$ cat src/sv/lqi_pkg.sv
// Package for the link quality indicator: beat structs, register codes, reset values,
// indicator modes, controller states and the quality-to-level mapping.
// Depends on nothing; every other file imports it.
`default_nettype none

package lqi_pkg;

  localparam int TIMER_BITS_DEF = 16;
  localparam int COUNT_BITS_DEF = 8;
  localparam int CFG_W          = 16;
  localparam int QUAL_W         = 7;
  localparam int LEVEL_W        = 8;
  localparam int MODE_W         = 2;
  localparam int ADDR_W         = 5;
  localparam int DATA_W         = 32;
  localparam int DIV_STEPS      = QUAL_W;
  localparam int DIV_CNT_W      = 3;

  localparam logic [2:0] REG_SEND_INTERVAL = 3'd0;
  localparam logic [2:0] REG_STATS_WINDOW  = 3'd1;
  localparam logic [2:0] REG_LINK_LOST     = 3'd2;
  localparam logic [2:0] REG_BLINK_ON      = 3'd3;
  localparam logic [2:0] REG_BLINK_OFF     = 3'd4;

  localparam logic [CFG_W-1:0] SEND_INTERVAL_RST = 16'd150;
  localparam logic [CFG_W-1:0] STATS_WINDOW_RST  = 16'd900;
  localparam logic [CFG_W-1:0] LINK_LOST_RST     = 16'd2000;
  localparam logic [CFG_W-1:0] BLINK_ON_RST      = 16'd150;
  localparam logic [CFG_W-1:0] BLINK_OFF_RST     = 16'd1850;

  localparam logic [MODE_W-1:0] MODE_OFF     = 2'd0;
  localparam logic [MODE_W-1:0] MODE_ON      = 2'd1;
  localparam logic [MODE_W-1:0] MODE_FINDING = 2'd2;

  localparam logic [LEVEL_W-1:0] LEVEL_FULL = 8'd255;
  localparam logic [LEVEL_W-1:0] LEVEL_DARK = 8'd0;
  localparam logic [QUAL_W-1:0]  PCT_FULL   = 7'd100;

  typedef struct packed {
    logic button_click;
    logic ack_ok;
  } lqi_in_t;

  typedef struct packed {
    logic               send_now;
    logic               tx_bit;
    logic [LEVEL_W-1:0] led_level;
    logic [MODE_W-1:0]  led_mode;
    logic [QUAL_W-1:0]  quality_pct;
    logic               quality_valid;
  } lqi_out_t;

  typedef struct packed {
    logic [CFG_W-1:0] send_period;
    logic [CFG_W-1:0] window_len;
    logic [CFG_W-1:0] lost_after;
    logic [CFG_W-1:0] blink_on_ms;
    logic [CFG_W-1:0] blink_off_ms;
  } lqi_cfg_t;

  typedef struct packed {
    logic step;
    logic div_start;
    logic div_step;
    logic apply;
    logic load_out;
  } lqi_cmd_t;

  typedef struct packed {
    logic win_due;
    logic div_last;
  } lqi_sts_t;

  typedef enum logic [2:0] {
    ST_IDLE,
    ST_DECIDE,
    ST_DIVIDE,
    ST_APPLY,
    ST_WRITE
  } lqi_state_t;

  function automatic logic [LEVEL_W-1:0] level_of(input logic [QUAL_W-1:0] pct);
    logic [LEVEL_W-1:0] lvl;
    if (pct == 7'd0) begin
      lvl = 8'd0;
    end else if (pct >= 7'd90) begin
      lvl = 8'd255;
    end else if (pct >= 7'd70) begin
      lvl = 8'd204;
    end else if (pct >= 7'd50) begin
      lvl = 8'd153;
    end else if (pct >= 7'd30) begin
      lvl = 8'd102;
    end else begin
      lvl = 8'd51;
    end
    return lvl;
  endfunction

endpackage

`default_nettype wire

$ cat src/sv/link_quality_indicator_top.sv
// Top level of the link quality indicator: register file, controller and datapath.
// Depends on lqi_pkg, lqi_regs, lqi_ctrl and lqi_dp.
//
//   Channel  Signals                      Beat
//   in       in_valid, in_ready           lqi_in_t in_data, one millisecond tick
//   out      out_valid, out_ready         lqi_out_t out_data, one result per tick
//   config   psel, penable, pwrite, ...   16-bit register at byte address 4*index
//
// A tick without a window close passes from acceptance through the decide state to the
// write state, which loads its result; the next tick is accepted back in the idle state.
// A tick that closes a window passes through the decide, divide, apply and write states:
// the percentage comes from a shift-subtract divider that resolves one quotient bit per
// cycle, seven in all.
// The next tick is accepted while a result still waits in the output register; a waiting
// result holds the controller before its load until out_ready.
// Reset is synchronous and needs no clearing pass.
`default_nettype none

module link_quality_indicator_top #(
  parameter int TIMER_BITS = lqi_pkg::TIMER_BITS_DEF,
  parameter int COUNT_BITS = lqi_pkg::COUNT_BITS_DEF
) (
  input  wire                        clk,
  input  wire                        rst,
  input  wire                        in_valid,
  output logic                       in_ready,
  input  lqi_pkg::lqi_in_t           in_data,
  output logic                       out_valid,
  input  wire                        out_ready,
  output lqi_pkg::lqi_out_t          out_data,
  input  wire                        psel,
  input  wire                        penable,
  input  wire                        pwrite,
  input  wire  [lqi_pkg::ADDR_W-1:0] paddr,
  input  wire  [lqi_pkg::DATA_W-1:0] pwdata,
  output logic [lqi_pkg::DATA_W-1:0] prdata,
  output logic                       pready
);
  import lqi_pkg::*;

  lqi_cfg_t cfg;
  lqi_cmd_t cmd;
  lqi_sts_t sts;

  lqi_regs u_regs (
    .clk     (clk),
    .rst     (rst),
    .psel    (psel),
    .penable (penable),
    .pwrite  (pwrite),
    .paddr   (paddr),
    .pwdata  (pwdata),
    .prdata  (prdata),
    .pready  (pready),
    .cfg     (cfg)
  );

  lqi_ctrl u_ctrl (
    .clk       (clk),
    .rst       (rst),
    .in_valid  (in_valid),
    .in_ready  (in_ready),
    .out_valid (out_valid),
    .out_ready (out_ready),
    .sts       (sts),
    .cmd       (cmd)
  );

  lqi_dp #(
    .TIMER_BITS (TIMER_BITS),
    .COUNT_BITS (COUNT_BITS)
  ) u_dp (
    .clk      (clk),
    .rst      (rst),
    .in_data  (in_data),
    .cfg      (cfg),
    .cmd      (cmd),
    .sts      (sts),
    .out_data (out_data)
  );

endmodule

`default_nettype wire

$ cat src/sv/lqi_regs.sv
// Configuration register file behind the APB-style port.
// Depends on lqi_pkg for the register codes, reset values and the config struct.
`default_nettype none

module lqi_regs (
  input  wire                        clk,
  input  wire                        rst,
  input  wire                        psel,
  input  wire                        penable,
  input  wire                        pwrite,
  input  wire  [lqi_pkg::ADDR_W-1:0] paddr,
  input  wire  [lqi_pkg::DATA_W-1:0] pwdata,
  output logic [lqi_pkg::DATA_W-1:0] prdata,
  output logic                       pready,
  output lqi_pkg::lqi_cfg_t          cfg
);
  import lqi_pkg::*;

  logic [2:0]       reg_idx;
  logic             wr_en;
  logic [CFG_W-1:0] rd_val;

  assign reg_idx = paddr[ADDR_W-1:2];
  assign wr_en   = psel & penable & pwrite;
  assign pready  = 1'b1;

  always_ff @(posedge clk) begin
    if (rst) begin
      cfg.send_period  <= SEND_INTERVAL_RST;
      cfg.window_len   <= STATS_WINDOW_RST;
      cfg.lost_after   <= LINK_LOST_RST;
      cfg.blink_on_ms  <= BLINK_ON_RST;
      cfg.blink_off_ms <= BLINK_OFF_RST;
    end else if (wr_en) begin
      unique case (reg_idx)
        REG_SEND_INTERVAL: cfg.send_period  <= pwdata[CFG_W-1:0];
        REG_STATS_WINDOW:  cfg.window_len   <= pwdata[CFG_W-1:0];
        REG_LINK_LOST:     cfg.lost_after   <= pwdata[CFG_W-1:0];
        REG_BLINK_ON:      cfg.blink_on_ms  <= pwdata[CFG_W-1:0];
        REG_BLINK_OFF:     cfg.blink_off_ms <= pwdata[CFG_W-1:0];
        default: ;
      endcase
    end
  end

  always_comb begin
    unique case (reg_idx)
      REG_SEND_INTERVAL: rd_val = cfg.send_period;
      REG_STATS_WINDOW:  rd_val = cfg.window_len;
      REG_LINK_LOST:     rd_val = cfg.lost_after;
      REG_BLINK_ON:      rd_val = cfg.blink_on_ms;
      REG_BLINK_OFF:     rd_val = cfg.blink_off_ms;
      default:           rd_val = '0;
    endcase
  end

  assign prdata = {{(DATA_W-CFG_W){1'b0}}, rd_val};

endmodule

`default_nettype wire

$ cat src/sv/lqi_ctrl.sv
// Controller state machine: sequences the tick update, the percentage divide,
// the window close and the output register. Depends on lqi_pkg.
`default_nettype none

module lqi_ctrl (
  input  wire                clk,
  input  wire                rst,
  input  wire                in_valid,
  output logic               in_ready,
  output logic               out_valid,
  input  wire                out_ready,
  input  lqi_pkg::lqi_sts_t  sts,
  output lqi_pkg::lqi_cmd_t  cmd
);
  import lqi_pkg::*;

  lqi_state_t state, state_next;
  logic       out_valid_next;

  always_ff @(posedge clk) begin
    if (rst) begin
      state     <= ST_IDLE;
      out_valid <= 1'b0;
    end else begin
      state     <= state_next;
      out_valid <= out_valid_next;
    end
  end

  always_comb begin
    state_next = state;
    cmd        = '0;
    in_ready   = 1'b0;
    unique case (state)
      ST_IDLE: begin
        in_ready = 1'b1;
        if (in_valid) begin
          cmd.step   = 1'b1;
          state_next = ST_DECIDE;
        end
      end
      ST_DECIDE: begin
        if (sts.win_due) begin
          cmd.div_start = 1'b1;
          state_next    = ST_DIVIDE;
        end else begin
          state_next = ST_WRITE;
        end
      end
      ST_DIVIDE: begin
        cmd.div_step = 1'b1;
        if (sts.div_last) begin
          state_next = ST_APPLY;
        end
      end
      ST_APPLY: begin
        cmd.apply  = 1'b1;
        state_next = ST_WRITE;
      end
      ST_WRITE: begin
        if (!out_valid || out_ready) begin
          cmd.load_out = 1'b1;
          state_next   = ST_IDLE;
        end
      end
      default: state_next = ST_IDLE;
    endcase
  end

  always_comb begin
    if (cmd.load_out) begin
      out_valid_next = 1'b1;
    end else if (out_ready) begin
      out_valid_next = 1'b0;
    end else begin
      out_valid_next = out_valid;
    end
  end

endmodule

`default_nettype wire

$ cat src/sv/lqi_dp.sv
// Datapath: elapsed timers, window counters, indicator state, the shift-subtract
// percentage divider and the output register. Depends on lqi_pkg.
`default_nettype none

module lqi_dp #(
  parameter int TIMER_BITS = lqi_pkg::TIMER_BITS_DEF,
  parameter int COUNT_BITS = lqi_pkg::COUNT_BITS_DEF
) (
  input  wire                clk,
  input  wire                rst,
  input  lqi_pkg::lqi_in_t   in_data,
  input  lqi_pkg::lqi_cfg_t  cfg,
  input  lqi_pkg::lqi_cmd_t  cmd,
  output lqi_pkg::lqi_sts_t  sts,
  output lqi_pkg::lqi_out_t  out_data
);
  import lqi_pkg::*;

  localparam int CMP_W = ((TIMER_BITS > CFG_W) ? TIMER_BITS : CFG_W) + 1;
  localparam int NUM_W = COUNT_BITS + QUAL_W;

  logic [TIMER_BITS-1:0] since_send, since_send_next;
  logic [TIMER_BITS-1:0] since_window, since_window_next;
  logic [TIMER_BITS-1:0] since_ack, since_ack_next;
  logic [TIMER_BITS-1:0] blink_elapsed, blink_elapsed_next;
  logic                  ever_acked, ever_acked_next;
  logic [COUNT_BITS-1:0] attempt_count, attempt_count_next;
  logic [COUNT_BITS-1:0] success_count, success_count_next;
  logic [QUAL_W-1:0]     last_quality, last_quality_next;
  logic [MODE_W-1:0]     indicator_mode, indicator_mode_next;
  logic [LEVEL_W-1:0]    on_level, on_level_next;
  logic [LEVEL_W-1:0]    level_out, level_out_next;
  logic                  toggle_bit, toggle_bit_next;
  logic                  send_flag, send_flag_next;
  logic                  win_flag, win_flag_next;

  logic [NUM_W-1:0]      rem, rem_next;
  logic [NUM_W-1:0]      dsh, dsh_next;
  logic [QUAL_W-1:0]     quot, quot_next;
  logic [DIV_CNT_W-1:0]  div_cnt, div_cnt_next;

  logic [TIMER_BITS-1:0] ss_inc, sw_inc, sa_inc, be_inc;
  logic [COUNT_BITS-1:0] att_inc, suc_inc;
  logic [CMP_W-1:0]      ss_ext, sw_now_ext, sa_ext, sa_now_ext, be_ext;
  logic [CMP_W-1:0]      interval_ext, window_ext, lost_ext, on_ext, period_ext;
  logic                  send_due, ack_taken, lost_step, lost_now;
  logic [NUM_W-1:0]      numer;
  logic                  div_fit;
  logic [QUAL_W-1:0]     pct;
  logic [LEVEL_W-1:0]    pwm;

  assign ss_inc  = (since_send == '1)    ? since_send    : since_send + 1'b1;
  assign sw_inc  = (since_window == '1)  ? since_window  : since_window + 1'b1;
  assign sa_inc  = (since_ack == '1)     ? since_ack     : since_ack + 1'b1;
  assign be_inc  = (blink_elapsed == '1) ? blink_elapsed : blink_elapsed + 1'b1;
  assign att_inc = (attempt_count == '1) ? attempt_count : attempt_count + 1'b1;
  assign suc_inc = (success_count == '1) ? success_count : success_count + 1'b1;

  assign ss_ext     = {{(CMP_W-TIMER_BITS){1'b0}}, ss_inc};
  assign sw_now_ext = {{(CMP_W-TIMER_BITS){1'b0}}, since_window};
  assign sa_ext     = {{(CMP_W-TIMER_BITS){1'b0}}, sa_inc};
  assign sa_now_ext = {{(CMP_W-TIMER_BITS){1'b0}}, since_ack};
  assign be_ext     = {{(CMP_W-TIMER_BITS){1'b0}}, be_inc};

  assign interval_ext = {{(CMP_W-CFG_W){1'b0}}, cfg.send_period};
  assign window_ext   = {{(CMP_W-CFG_W){1'b0}}, cfg.window_len};
  assign lost_ext     = {{(CMP_W-CFG_W){1'b0}}, cfg.lost_after};
  assign on_ext       = {{(CMP_W-CFG_W){1'b0}}, cfg.blink_on_ms};
  assign period_ext   = on_ext + {{(CMP_W-CFG_W){1'b0}}, cfg.blink_off_ms};

  assign send_due  = ss_ext >= interval_ext;
  assign ack_taken = send_due & in_data.ack_ok;
  assign lost_step = ack_taken ? 1'b0 : (!ever_acked || (sa_ext > lost_ext));
  assign lost_now  = !ever_acked || (sa_now_ext > lost_ext);

  assign numer   = NUM_W'(success_count) * NUM_W'(PCT_FULL);
  assign div_fit = rem >= dsh;
  assign pct     = (attempt_count == '0) ? '0 : ((quot > PCT_FULL) ? PCT_FULL : quot);
  assign pwm     = level_of(pct);

  assign sts.win_due  = sw_now_ext >= window_ext;
  assign sts.div_last = (div_cnt == '0);

  always_comb begin
    since_send_next     = since_send;
    since_window_next   = since_window;
    since_ack_next      = since_ack;
    blink_elapsed_next  = blink_elapsed;
    ever_acked_next     = ever_acked;
    attempt_count_next  = attempt_count;
    success_count_next  = success_count;
    last_quality_next   = last_quality;
    indicator_mode_next = indicator_mode;
    on_level_next       = on_level;
    level_out_next      = level_out;
    toggle_bit_next     = toggle_bit;
    send_flag_next      = send_flag;
    win_flag_next       = win_flag;

    if (cmd.step) begin
      since_send_next    = ss_inc;
      since_window_next  = sw_inc;
      since_ack_next     = sa_inc;
      blink_elapsed_next = be_inc;
      win_flag_next      = 1'b0;
      send_flag_next     = send_due;
      toggle_bit_next    = toggle_bit ^ in_data.button_click;

      if (indicator_mode == MODE_ON) begin
        level_out_next = on_level;
      end else if (indicator_mode == MODE_FINDING) begin
        if (be_ext < on_ext) begin
          level_out_next = LEVEL_FULL;
        end else if (be_ext < period_ext) begin
          level_out_next = LEVEL_DARK;
        end else begin
          blink_elapsed_next = '0;
        end
      end

      if (send_due) begin
        since_send_next    = '0;
        attempt_count_next = att_inc;
        if (in_data.ack_ok) begin
          success_count_next = suc_inc;
          since_ack_next     = '0;
          ever_acked_next    = 1'b1;
          if (indicator_mode == MODE_FINDING) begin
            level_out_next      = LEVEL_FULL;
            on_level_next       = LEVEL_FULL;
            indicator_mode_next = MODE_ON;
          end
        end
      end

      if (lost_step && (indicator_mode_next != MODE_FINDING)) begin
        indicator_mode_next = MODE_FINDING;
        blink_elapsed_next  = '0;
        level_out_next      = LEVEL_DARK;
      end
    end

    if (cmd.apply) begin
      last_quality_next  = pct;
      win_flag_next      = 1'b1;
      attempt_count_next = '0;
      success_count_next = '0;
      since_window_next  = '0;
      if (!lost_now && (pwm != LEVEL_DARK)) begin
        indicator_mode_next = MODE_ON;
        on_level_next       = pwm;
        level_out_next      = pwm;
      end else if (indicator_mode != MODE_FINDING) begin
        indicator_mode_next = MODE_FINDING;
        blink_elapsed_next  = '0;
        level_out_next      = LEVEL_DARK;
      end
    end
  end

  always_comb begin
    rem_next     = rem;
    dsh_next     = dsh;
    quot_next    = quot;
    div_cnt_next = div_cnt;
    if (cmd.div_start) begin
      rem_next     = numer;
      dsh_next     = {1'b0, attempt_count, {(QUAL_W-1){1'b0}}};
      quot_next    = '0;
      div_cnt_next = DIV_CNT_W'(DIV_STEPS - 1);
    end else if (cmd.div_step) begin
      rem_next     = div_fit ? rem - dsh : rem;
      dsh_next     = dsh >> 1;
      quot_next    = {quot[QUAL_W-2:0], div_fit};
      div_cnt_next = div_cnt - 1'b1;
    end
  end

  always_ff @(posedge clk) begin
    if (rst) begin
      since_send     <= '0;
      since_window   <= '0;
      since_ack      <= '0;
      blink_elapsed  <= '0;
      ever_acked     <= 1'b0;
      attempt_count  <= '0;
      success_count  <= '0;
      last_quality   <= '0;
      indicator_mode <= MODE_FINDING;
      on_level       <= '0;
      level_out      <= '0;
      toggle_bit     <= 1'b0;
      send_flag      <= 1'b0;
      win_flag       <= 1'b0;
      div_cnt        <= '0;
    end else begin
      since_send     <= since_send_next;
      since_window   <= since_window_next;
      since_ack      <= since_ack_next;
      blink_elapsed  <= blink_elapsed_next;
      ever_acked     <= ever_acked_next;
      attempt_count  <= attempt_count_next;
      success_count  <= success_count_next;
      last_quality   <= last_quality_next;
      indicator_mode <= indicator_mode_next;
      on_level       <= on_level_next;
      level_out      <= level_out_next;
      toggle_bit     <= toggle_bit_next;
      send_flag      <= send_flag_next;
      win_flag       <= win_flag_next;
      div_cnt        <= div_cnt_next;
    end
  end

  always_ff @(posedge clk) begin
    rem  <= rem_next;
    dsh  <= dsh_next;
    quot <= quot_next;
    if (cmd.load_out) begin
      out_data.send_now      <= send_flag;
      out_data.tx_bit        <= toggle_bit;
      out_data.led_level     <= level_out;
      out_data.led_mode      <= indicator_mode;
      out_data.quality_pct   <= last_quality;
      out_data.quality_valid <= win_flag;
    end
  end

endmodule

`default_nettype wire

$ cat config.mk
export PLATFORM = sky130hd
export DESIGN_NAME = link_quality_indicator_top
export DESIGN_NICKNAME = d
export VERILOG_FILES = /design/src/sv/lqi_pkg.sv /design/src/sv/link_quality_indicator_top.sv /design/src/sv/lqi_regs.sv /design/src/sv/lqi_ctrl.sv /design/src/sv/lqi_dp.sv
export SDC_FILE = /design/constraint.sdc
export NUM_CORES = 1
export LEC_CHECK = 0
export BUFFER_PORTS_ARGS = -buffer_cell sky130_fd_sc_hd__buf_2
export CORE_MARGIN = 2
export CORE_UTILIZATION = 45
export DETAILED_ROUTE_END_ITERATION = 10
export GPL_TIMING_DRIVEN = 0
export PLACE_DENSITY_LB_ADDON = 0.05
export SYNTH_ARGS = -nofsm -noshare
export SYNTH_HDL_FRONTEND = slang
export SYNTH_SLANG_ARGS = --single-unit
$ cat constraint.sdc
create_clock -name clk -period 9.2 [get_ports clk]
set_clock_uncertainty 0.2 [all_clocks]
set_input_delay 1.84 -clock clk [delete_from_list [all_inputs] [get_ports clk]]
set_output_delay 1.84 -clock clk [all_outputs]
set_load 0.05 [all_outputs]
==> key figures, run 1 <==
Floorplan
  • Std-Cell Rows: 69
  • Die Wd: 194 um
  • Die Area: 37600 um2
  • Die span in y: 194 um
  • Initial Util: 45.7%
  • I/O pins: 101
  • Core area: 35600 um2

Route
  • Routed len/inst: 19.2 um
  • Post-Route WL: 48.5 mm
  • DRT Pass-1 Iters: 5
  • Number of DRC markers in iteration 0: 1039
  • Detail Route Antenna Nets: 0
  • DR top layer: met4
  • Remaining DRCs: 0
  • Vias: 14500
  • Via/cell ratio: 5.73
  • DR WL met2: 22.1 mm
  • Met3 wire len: 2.63 mm
  • Met1 wire length: 22.6 mm

Critical path
  • Startpoint class of the critical path: input port
  • Critical Path RT: 7.16 ns
  • CP max FO: 10
  • Delay-heaviest family, CP: buffers and inverters
  • R2R setup slack: 3.99 ns
  • Reg-to-Reg Start: u_dp.since_send[4]
  • Setup Crit Path Kind: in -> out
  • WP buf/inv: 3
  • Critical R2R Capture: u_dp.blink_elapsed[15]
  • Worst EP arrival: 3.78 ns
  • Crit-path max cell delay: 0.57 ns
  • Crit-path cells: clkbuf_1 > buf_1 > mux2i_1 > nor2_1 > a21oi_1 > o22ai_1 > buf_2
  • Slowest CP cell: buf_1
  • Crit. End Element: output pin
  • R2R depth: 17

CTS
  • Clock Pin Slew Worst Setup and Hold Paths: 0.06 ns
  • Largest buffer count on any clock path: 3
  • Post-cts sizing count: 0
  • Clock sink count: 252
  • CTS Hold Bufs: 0
  • Clk root buf: clkbuf_16
  • Num CTS Buffers: 30
  • H-tree depth: 1
  • CTS tree: built
  • Setup Fix Bufs, Post-CTS: 0
  • Worst skew pair latency: 0.57 ns

Timing
  • Fin. Hold Viols: 0
  • Hold Worst Slack: 0.237 ns
  • Least-Margin Pin Slew: 1.41 ns
  • Max-slew violations: 0
  • Post-route setup TNS: 0 ns
  • PnR worst setup slack: 3.38 ns
  • Minimum clock period: 5.82 ns
  • Fmax achieved: 172 MHz
  • Slew margin rel.: 3.61%
  • Final setup fails: 0
  • RSZ-0062 raised after global routing: no
  • Final period utilization: 63.3%

GRT
  • Largest net degree at the start of global routing: 21
  • Total track usage: 25.2%
  • Vias in the first global route: 13600
  • Initial antenna violation count: 0
  • First-pass GRT wire length: 75.8 mm
  • Overflow after GRT: 0

Placement
  • Gpl congestion: 0.982
  • Hpwl dp: 37.1 mm
  • Placement Cell Area: 17200 um2
  • IO buf count: 64
  • Dpl ws: 3.46 ns

Outcome
  • Status: finished, final reports clean

Logic synthesis
  • Synth Warn #: 0
  • Asr flop ratio synth: 0%
  • Share of the synthesized area in the top cell type: 26.0%
  • Avg Synthesized Cell Area: 8.37 um2
  • EDFF count, synth: 41
  • Ys flop type: dfxtp_1
  • Synthesized flop and latch total: 252
  • Sequential area share after synthesis: 33.6%
  • Area contributors post-synth: dfxtp_1 (26%), ha_1 (12%), edfxtp_1 (7.6%), nand2_1 (6.1%), a21oi_1 (5.7%)
  • Synth Cell Area: 16200 um2
  • Cell taking the most area after synthesis: dfxtp_1
  • Cells after synthesis: 1942
  • Post-synth cell types: 88
  • Most numerous cell in the Yosys netlist: nand2_1
  • Synth cell count leaders: nand2_1 (263), dfxtp_1 (211), a21oi_1 (184), ha_1 (162), nor2_1 (134)

Min path
  • HP Start: u_dp.last_quality[3]
  • Worst Hold End: u_dp.out_data[4]
  • Hold depth: 0
  • HP Class: reg -> reg

Cells and area
  • Multi-input gate area: 9940 um2
  • Antenna cells: 0
  • Reg area: 5460 um2
  • Fill cells: 3452
  • Design Area, Final: 18200 um2
  • Nets: 2267
  • Layout area overhead: 12.2%
  • Share of cells above drive strength 1: 8.06%

Power and ir drop
  • Leak: 7.39 nW
  • Worst vdd ir: 125 uV
  • Overall power: 0.00260 W
  • Power Density: 143 nW/um2

Flow run
  • Max-Cap Viols: 0
## cells by family (layout without fill, tap and decap cells)
kind of cell	count (synthesis)	in the layout	share of synthesized area, %
mux	30	30	1.92
other cells	2	17	0.0462
xor+xnor	89	89	4.80
buf+inv	224	339	5.60
compound gates	492	492	20.0
fa+ha+maj	167	167	13.1
simple gates	686	686	21.0
flops	252	252	33.6
## cell usage in the layout, fill, tap and decap left out, drive strengths merged, types with 8 or more instances in the layout
cell	synthesis	layout
or2	9	9
and4	15	15
a22oi	28	28
nor2b	12	12
a31oi	14	14
nor2	134	134
clkbuf	77	112
and2	12	12
o2bb2ai	10	10
a21o	28	28
o21a	10	10
nand3	42	42
nor3	36	36
nand3b	14	14
a22o	15	15
or3	35	35
ha	162	162
xnor2	56	56
nand4	34	34
and3	24	24
xor2	33	33
conb	2	17
nand2b	21	21
nor4	12	12
edfxtp	41	41
o211a	8	8
nand2	263	263
a211oi	10	10
o211ai	19	19
buf	28	93
a21oi	185	185
inv	119	120
mux2i	23	23
dfxtp	211	211
a211o	22	22
o22ai	19	19
o21ai	64	64
## flip-flops by register name, indices dropped and copies added, names as in the netlist
signal,count
u_regs.cfg,80
u_dp.out_data,20
u_dp.blink_elapsed,16
u_dp.since_ack,16
u_dp.since_send,16
u_dp.since_window,16
u_dp.rem,15
u_dp.dsh,14
u_dp.attempt_count,8
u_dp.level_out,8
u_dp.on_level,8
u_dp.success_count,8
u_dp.last_quality,7
u_dp.quot,7
u_ctrl.state,3
u_dp.div_cnt,3
u_dp.indicator_mode,2
u_ctrl.out_valid,1
u_dp.ever_acked,1
u_dp.send_flag,1
u_dp.toggle_bit,1
u_dp.win_flag,1
## area by class of cell
cell class,count,share of cell area [%]
multi-input cells,1481,54.6
clock inverters,15,1.13
clock buffers,35,4.39
repair buffers,65,1.84
well taps,461,3.16
inverters,119,2.45
flip-flops and latches,252,29.9
plain buffers,105,2.54
## where the power goes
part | switching (W) | total (W) | internal [W]
combinational | 0.000149 | 0.000208 | 0.0000589
sequential | 0.0000155 | 0.00115 | 0.00113
clock | 0.000488 | 0.00124 | 0.000754
total | 0.000653 | 0.00260 | 0.00195
## worst register-to-register path: cells and delay by family, from the launching register on
kind | cells | cell delay [ns]
compound gates | 8 | 2.52
xor+xnor | 1 | 0.15
fa+ha+maj | 1 | 0.27
buf+inv | 3 | 0.74
flops | 1 | 0.30
simple gates | 4 | 0.92
## how the worst max path moves through the flow
stage,from,end,slack (ns),depth (start not counted)
after CTS,paddr[2],prdata[10],3.46,7
after global placement,paddr[2],prdata[10],3.45,7
final,paddr[2],prdata[12],3.38,7
after global routing,paddr[2],prdata[10],3.31,7
after detailed placement,paddr[2],prdata[10],3.46,7
after floorplan,paddr[2],prdata[10],3.56,5
## routing by layer
layer,vias to the layer above,global-route usage [%]
li1,7174,-
met1,6918,35.2
met2,356,40.5
met3,72,3.62
met4,0,7.07
met5,-,0
## metrics by stage
step / std cells / util (%)
2_1_floorplan: 1957 / -
3_3_place_gp: 2482 / 48.4
3_5_place_dp: 2483 / 48.4
4_1_cts: 2533 / 51.2
5_1_grt: 2533 / 51.2
6_report: 2533 / 51.2
No activity file was read; power rests on OpenSTA's default activity.
==> inputs of run 2 (changes only) <==
- ABC_AREA: default -> 1
- clock period: 9.2 -> 5.9 ns (I/O delays scaled with it)
==> key figures, run 2 <==
CTS
  • Num CTS Buffers: 30 (unchanged)
  • CTS Hold Bufs: 0 (unchanged)
  • Clock Pin Slew Worst Setup and Hold Paths: 0.06 ns (about the same)
  • Post-cts sizing count: 0 (unchanged)
  • Clk root buf: clkbuf_16 (unchanged)
  • Clock sink count: 252 (unchanged)
  • Setup Fix Bufs, Post-CTS: 0 (unchanged)
  • CTS tree: built (unchanged)
  • H-tree depth: 1 (unchanged)
  • Largest buffer count on any clock path: 3 (unchanged)
  • Worst skew pair latency: 0.56 ns (was 0.57 ns)

GRT
  • Total track usage: 24.0% (was 25.2%)
  • Initial antenna violation count: 0 (unchanged)
  • Vias in the first global route: 12800 (was 13600)
  • Overflow after GRT: 0 (unchanged)
  • First-pass GRT wire length: 68.7 mm (was 75.8 mm)
  • Largest net degree at the start of global routing: 16 (was 21)

Logic synthesis
  • Area contributors post-synth: dfxtp_1 (28%), ha_1 (13%), nand2_1 (9.3%), edfxtp_1 (8.0%), inv_1 (6.6%) (was dfxtp_1 (26%), ha_1 (12%), edfxtp_1 (7.6%), nand2_1 (6.1%), a21oi_1 (5.7%))
  • Most numerous cell in the Yosys netlist: nand2_1 (unchanged)
  • Post-synth cell types: 56 (was 88)
  • Synth cell count leaders: nand2_1 (380), inv_1 (271), dfxtp_1 (211), a21oi_1 (198), nor2_1 (180) (was nand2_1 (263), dfxtp_1 (211), a21oi_1 (184), ha_1 (162), nor2_1 (134))
  • Synth Warn #: 0 (unchanged)
  • Sequential area share after synthesis: 35.6% (was 33.6%)
  • Avg Synthesized Cell Area: 7.53 um2 (was 8.37 um2)
  • Synth Cell Area: 15300 um2 (was 16200 um2)
  • Asr flop ratio synth: 0% (unchanged)
  • Cell taking the most area after synthesis: dfxtp_1 (unchanged)
  • Synthesized flop and latch total: 252 (unchanged)
  • EDFF count, synth: 41 (unchanged)
  • Ys flop type: dfxtp_1 (unchanged)
  • Cells after synthesis: 2035 (was 1942)
  • Share of the synthesized area in the top cell type: 27.6% (was 26.0%)

Min path
  • HP Class: reg -> reg (unchanged)

Route
  • Via/cell ratio: 5.29 (was 5.73)
  • Routed len/inst: 16.3 um (was 19.2 um)
  • Post-Route WL: 42.7 mm (was 48.5 mm)
  • DRT Pass-1 Iters: 7 (was 5)
  • Number of DRC markers in iteration 0: 823 (was 1039)
  • Remaining DRCs: 0 (unchanged)
  • Vias: 13900 (was 14500)
  • Detail Route Antenna Nets: 0 (unchanged)

Power and ir drop
  • Worst vdd ir: 223 uV (was 125 uV)
  • Part of the power in the clock network: 42.9% (was 47.8%)
  • Combinational share of power: 13.6% (was 8.0%)
  • Leak: 7.57 nW (was 7.39 nW)
  • Switch share: 27.9% (was 25.1%)
  • Net Sw Power: 0.00119 W (was 0.000653 W)
  • Share of power burned in registers: 43.5% (was 44.2%)
  • Power Density: 247 nW/um2 (was 143 nW/um2)
  • Int Power: 0.00307 W (was 0.00195 W)

Cells and area
  • Commonest non-fill, non-tap cell in the layout: nand2_1 (unchanged)
  • Largest regs: u_regs.cfg: 80 flops, u_dp.out_data: 20 flops (unchanged)
  • Commonest non-fill, non-tap cells in the layout: nand2_1 (380), inv_1 (271), dfxtp_1 (211), a21oi_1 (198), nor2_1 (180) (was nand2_1 (263), dfxtp_1 (211), a21oi_1 (184), ha_1 (162), nor2_1 (133))
  • Reg area: 5460 um2 (unchanged)
  • Share of cells above drive strength 1: 8.20% (was 8.06%)
  • Fill cells: 3351 (was 3452)
  • Number of flip-flops in the largest register: 80 (unchanged)
  • Layout area overhead: 12.7% (was 12.2%)
  • Antenna cells: 0 (unchanged)
  • Nets: 2362 (was 2267)
  • Post-Route Utilization: 51.5% (was 51.2%)
  • Multi-input gate area: 8560 um2 (was 9940 um2)
  • Reg with most FFs: u_regs.cfg (unchanged)
  • Design Area, Final: 17300 um2 (was 18200 um2)
  • Layout Cells excl Fill: 2620 (was 2533)

Timing
  • Hold Worst Slack: 0.230 ns (was 0.237 ns)
  • Max-slew violations: 0 (unchanged)
  • Minimum clock period: 4.95 ns
  • Fmax achieved: 202 MHz
  • Final period utilization: 83.9%
  • Final setup fails: 0 (unchanged)
  • RSZ-0062 raised after global routing: no (unchanged)
  • Post-route setup TNS: 0 ns (unchanged)
  • Slew margin rel.: 35.4% (was 3.61%)
  • Least-Margin Pin Slew: 0.967 ns (was 1.41 ns)
  • Fin. Hold Viols: 0 (unchanged)

Critical path
  • WP buf/inv: 4 (was 3)
  • Worst EP arrival: 5.23 ns (was 3.78 ns)
  • Slowest CP cell: nor2_1 (was buf_1)
  • Reg-to-Reg Start: u_dp.since_send[0] (was u_dp.since_send[4])
  • Critical Path RT: 6.18 ns (was 7.16 ns)
  • Setup Crit Path Kind: reg -> reg (was in -> out)
  • Critical R2R Capture: u_dp.since_ack[8] (was u_dp.blink_elapsed[15])
  • Delay-heaviest family, CP: simple AND/OR/NAND/NOR gates (was buffers and inverters)
  • Startpoint class of the critical path: flip-flop (was input port)
  • R2R depth: 24 (was 17)
  • R2R setup slack: 0.95 ns (was 3.99 ns)
  • Crit. End Element: flip-flop (was output pin)
  • Crit-path cells: ha_1 > inv_1 > nor3_2 > inv_1 > nor3_2 > nand3_1 > nor2_2 > nor2_1 > nand2_1 > nor2_1 > xor2_1 > ha_1 > nand2_1 > nor2_1 > nand2_1 > o211ai_1 > nand2_1 > nand3_1 > nand2_1 > inv_1 > nor2_1 > clkbuf_1 > nand2_1 > a21oi_1 (was clkbuf_1 > buf_1 > mux2i_1 > nor2_1 > a21oi_1 > o22ai_1 > buf_2)
  • Crit-path most repeated cell: nand2_1
  • Critical Path Stages: 24 (was 7)
  • Crit-path max cell delay: 0.71 ns (was 0.57 ns)
  • Worst Setup EP: u_dp.since_ack[8] (was prdata[12])
  • Worst Setup SP: u_dp.since_send[0] (was paddr[2])
  • CP max FO: 10 (unchanged)

Floorplan
  • Die span in y: 189 um (was 194 um)
  • Die Wd: 189 um (was 194 um)
  • I/O pins: 101 (unchanged)
  • Die Area: 35500 um2 (was 37600 um2)
  • Core area: 33500 um2 (was 35600 um2)
  • Initial Util: 45.7% (about the same)
  • Std-Cell Rows: 67 (was 69)

Placement
  • Dpl cells: 2565 (was 2483)
  • Gpl congestion: 0.913 (was 0.982)
  • Placement Cell Area: 16300 um2 (was 17200 um2)
  • Hpwl dp: 33.7 mm (was 37.1 mm)
  • IO buf count: 65 (was 64)

Outcome
  • Status: finished, final reports clean (unchanged)

Flow run
  • Max-Cap Viols: 0 (unchanged)
==> run 2: stage by stage <==
step	setup WS [ns]	power [W]
global placement	1.02	0.00246
finish	0.950	0.00426
floorplan	1.73	0.00229
global route	0.564	0.00445
CTS	1.01	0.00430
detailed placement	1.10	0.00247
==> run 2: how the worst min path moves through the flow <==
stage,to,cells past startpoint,startpoint,slack [ns]
2_1_floorplan,u_dp.out_data[1],0,u_dp.last_quality[0],0.21
3_3_place_gp,u_dp.out_data[3],0,u_dp.last_quality[2],0.22
3_5_place_dp,u_dp.out_data[1],0,u_dp.last_quality[0],0.22
5_1_grt,u_dp.out_data[3],0,u_dp.last_quality[2],0.25
4_1_cts,u_dp.out_data[1],0,u_dp.last_quality[0],0.23
6_report,u_dp.out_data[1],0,u_dp.last_quality[0],0.23
==> run 2: logic make-up (layout without fill, tap and decap cells) <==
kind of cell	count (synthesis)	after routing	share of synthesized area, %
AO/OA/AOI/OAI	488	488	18.5
XOR/XNOR	59	59	3.37
adder cells (fa/ha/maj)	167	167	13.9
buffers and inverters	344	466	8.94
flip-flops	252	252	35.6
other	2	17	0.0490
AND/OR/NAND/NOR	723	723	19.7
==> run 2: cell type report <==
type	count	share of cell area (%)
Buffer	69	1.96
Clock buffer	44	5.19
Clock inverter	11	0.493
Inverter	275	5.98
Multi-Input combinational cell	1454	49.6
Sequential cell	252	31.6
Tap cell	448	3.25
Timing Repair Buffer	67	1.97
==> run 2: metal layers <==
layer  track usage (%)  part of all wire, %  vias to the layer above
li1                  -                    -                     7060
met2              38.6                   44                      317
met1              34.4                   49                     6411
met5                 0                    0                        -
met4              6.04                  2.4                        0
met3              2.38                  5.0                       67
==> run 2: power groups by stage <==
stage	sequential, W	combinational (W)	clock [W]
floorplan	0.00190	0.000394	0
global placement	0.00189	0.000567	0
detailed placement	0.00189	0.000576	0
CTS	0.00185	0.000579	0.00187
global route	0.00186	0.000650	0.00194
finish	0.00185	0.000580	0.00183
==> inputs of run 3 (changes only) <==
- clock period: 5.9 -> 4.25 ns (I/O delays scaled with it)
==> key figures, run 3 (synthesis gave the netlist of run 2 again) <==
Cells and area
  • Nets: 2384 (was 2362)
  • Layout area overhead: 15.8% (was 12.7%)
  • Commonest non-fill, non-tap cells in the layout: nand2_1 (374), inv_1 (267), dfxtp_1 (204), a21oi_1 (196), nor2_1 (170) (was nand2_1 (380), inv_1 (271), dfxtp_1 (211), a21oi_1 (198), nor2_1 (180))
  • Antenna cells: 0 (unchanged)
  • Reg with most FFs: u_regs.cfg (unchanged)
  • Post-Route Utilization: 52.9% (was 51.5%)
  • Commonest non-fill, non-tap cell in the layout: nand2_1 (unchanged)
  • Number of flip-flops in the largest register: 80 (unchanged)
  • Share of cells above drive strength 1: 11.4% (was 8.20%)
  • Largest regs: u_regs.cfg: 80 flops, u_dp.out_data: 20 flops (unchanged)

Outcome
  • Status: finished, final reports clean (unchanged)

Timing
  • Slew margin rel.: 43.1% (was 35.4%)
  • Max-slew violations: 0 (unchanged)
  • Least-Margin Pin Slew: 0.853 ns (was 0.967 ns)
  • Post-route setup TNS: 0 ns (unchanged)
  • Final period utilization: 96.6% (was 83.9%)
  • Fin. Hold Viols: 0 (unchanged)
  • Final setup fails: 0 (unchanged)
  • Fmax achieved: 244 MHz (was 202 MHz)
  • Minimum clock period: 4.11 ns (was 4.95 ns)

Placement
  • Gpl congestion: 0.913 (unchanged)
  • IO buf count: 65 (unchanged)
  • Hpwl dp: 33.7 mm (unchanged)

Floorplan
  • Die Wd: 189 um (unchanged)
  • Core area: 33500 um2 (unchanged)
  • Initial Util: 45.7% (unchanged)
  • Die span in y: 189 um (unchanged)
  • Std-Cell Rows: 67 (unchanged)
  • I/O pins: 101 (unchanged)
  • Die Area: 35500 um2 (unchanged)

GRT
  • Overflow after GRT: 0 (unchanged)
  • Vias in the first global route: 12800 (about the same)
  • Largest net degree at the start of global routing: 16 (unchanged)
  • First-pass GRT wire length: 68.9 mm (was 68.7 mm)
  • Initial antenna violation count: 0 (unchanged)
  • Total track usage: 24.1% (was 24.0%)

Power and ir drop
  • Worst vdd ir: 308 uV (was 223 uV)
  • Combinational share of power: 14.1% (was 13.6%)
  • Share of power burned in registers: 43.2% (was 43.5%)
  • Int Power: 0.00429 W (was 0.00307 W)
  • Part of the power in the clock network: 42.7% (was 42.9%)
  • Net Sw Power: 0.00168 W (was 0.00119 W)
  • Switch share: 28.1% (was 27.9%)
  • Power Density: 336 nW/um2 (was 247 nW/um2)
  • Overall power: 0.00596 W (was 0.00426 W)
  • Leak: 7.83 nW (was 7.57 nW)

Min path
  • HP Class: reg -> reg (unchanged)
  • Hold depth: 0 (unchanged)

Critical path
  • Critical Path RT: 4.47 ns (was 6.18 ns)
  • CP max FO: 7 (was 10)
  • Startpoint class of the critical path: flip-flop (unchanged)
  • Crit. End Element: flip-flop (unchanged)
  • Worst EP arrival: 4.32 ns (was 5.23 ns)
  • Setup Crit Path Kind: reg -> reg (unchanged)
  • R2R depth: 25 (was 24)

Route
  • Remaining DRCs: 0 (unchanged)
  • Vias: 14000 (was 13900)
  • Number of DRC markers in iteration 0: 923 (was 823)
  • Detail Route Antenna Nets: 0 (unchanged)
  • Via/cell ratio: 5.29 (about the same)
  • Post-Route WL: 43.3 mm (was 42.7 mm)
  • DRT Pass-1 Iters: 5 (was 7)
  • Routed len/inst: 16.4 um (was 16.3 um)

CTS
  • CTS tree: built (unchanged)
  • Num CTS Buffers: 30 (unchanged)
  • CTS Hold Bufs: 0 (unchanged)
  • Clock Pin Slew Worst Setup and Hold Paths: 0.06 ns (about the same)
  • Worst skew pair latency: 0.56 ns (about the same)
  • Largest buffer count on any clock path: 3 (unchanged)
  • H-tree depth: 1 (unchanged)
  • Clock sink count: 252 (unchanged)
  • Clk root buf: clkbuf_16 (unchanged)

Flow run
  • Max-Cap Viols: 0 (unchanged)
## run 3: cell count changes in the layout (fill, tap and decap cells not counted), sizes merged
cell | previous run | this run
buf | 89 | 112
clkbuf | 91 | 90
## run 3: metrics by stage
stage               instance area [um2]  cells  hold slack (ns)  setup slack [ns]
floorplan                         15400   2050            0.209             0.535
global route                      17800   2642            0.251           -0.0696
finish                            17800   2642            0.230             0.143
CTS                               17400   2621            0.233           0.00715
detailed placement                16300   2565            0.219            -0.548
global placement                  16300   2563            0.222            -0.628
## run 3: area by class of cell
| cell class | count | area (um2) |
|---|---|---|
| Inverter | 275 | 1030 |
| Tap cell | 448 | 561 |
| Clock buffer | 44 | 896 |
| Timing Repair Buffer | 89 | 505 |
| Buffer | 69 | 345 |
| Clock inverter | 11 | 85.1 |
| Sequential cell | 252 | 5460 |
| Multi-Input combinational cell | 1454 | 8860 |
| Fill cell | 3293 | 15800 |
## run 3: power by group through the flow
stage / sequential [W] / combinational (W) / clock, W
finish: 0.00258 / 0.000841 / 0.00254
CTS: 0.00257 / 0.000812 / 0.00259
detailed placement: 0.00263 / 0.000800 / 0
global placement: 0.00262 / 0.000787 / 0
floorplan: 0.00264 / 0.000547 / 0
global route: 0.00259 / 0.000937 / 0.00270
## run 3: worst max-delay path, cell delays in order (launching register included)
cell and delay, ns:
dfxtp_2 0.36, ha_1 0.16, inv_1 0.08, nor3_4 0.25, inv_2 0.11, nor3_4 0.21
nand3_2 0.13, nor2_4 0.19, nor2_1 0.09, nand2_1 0.12, nor2_1 0.08, xor2_2 0.17
ha_1 0.31, nand2_1 0.08, nor2_2 0.11, nand2_1 0.06, o211ai_1 0.10, nand2_1 0.09
nand3_2 0.09, nand2_1 0.09, inv_4 0.14, nand2_2 0.15, nor3_4 0.24, inv_1 0.09
o21ai_0 0.18, a21oi_1 0.08
## run 3: routing by layer
layer	vias to the layer above	GRT usage, %	share of wire [%]
met5	-	0	0
met4	0	5.95	2.4
met3	70	2.37	4.7
met1	6453	34.6	48
li1	7105	-	-
met2	338	38.8	45
## run 3: worst paths after layout
check | from | end | slack, ns
setup reg to reg | u_dp.since_send[0] | u_dp.attempt_count[5] | 0.14
setup / recovery | u_dp.since_send[0] | u_dp.attempt_count[5] | 0.14
hold / removal | u_dp.last_quality[0] | u_dp.out_data[1] | 0.23
hold reg to reg | u_dp.last_quality[0] | u_dp.out_data[1] | 0.23
## run 3: timing repair
item                       CTS  global route
pin swaps                    0            18
hold endpoints to repair     0             0
gates resized for setup     24            54
setup buffers                1            21
setup endpoints to repair   63            66
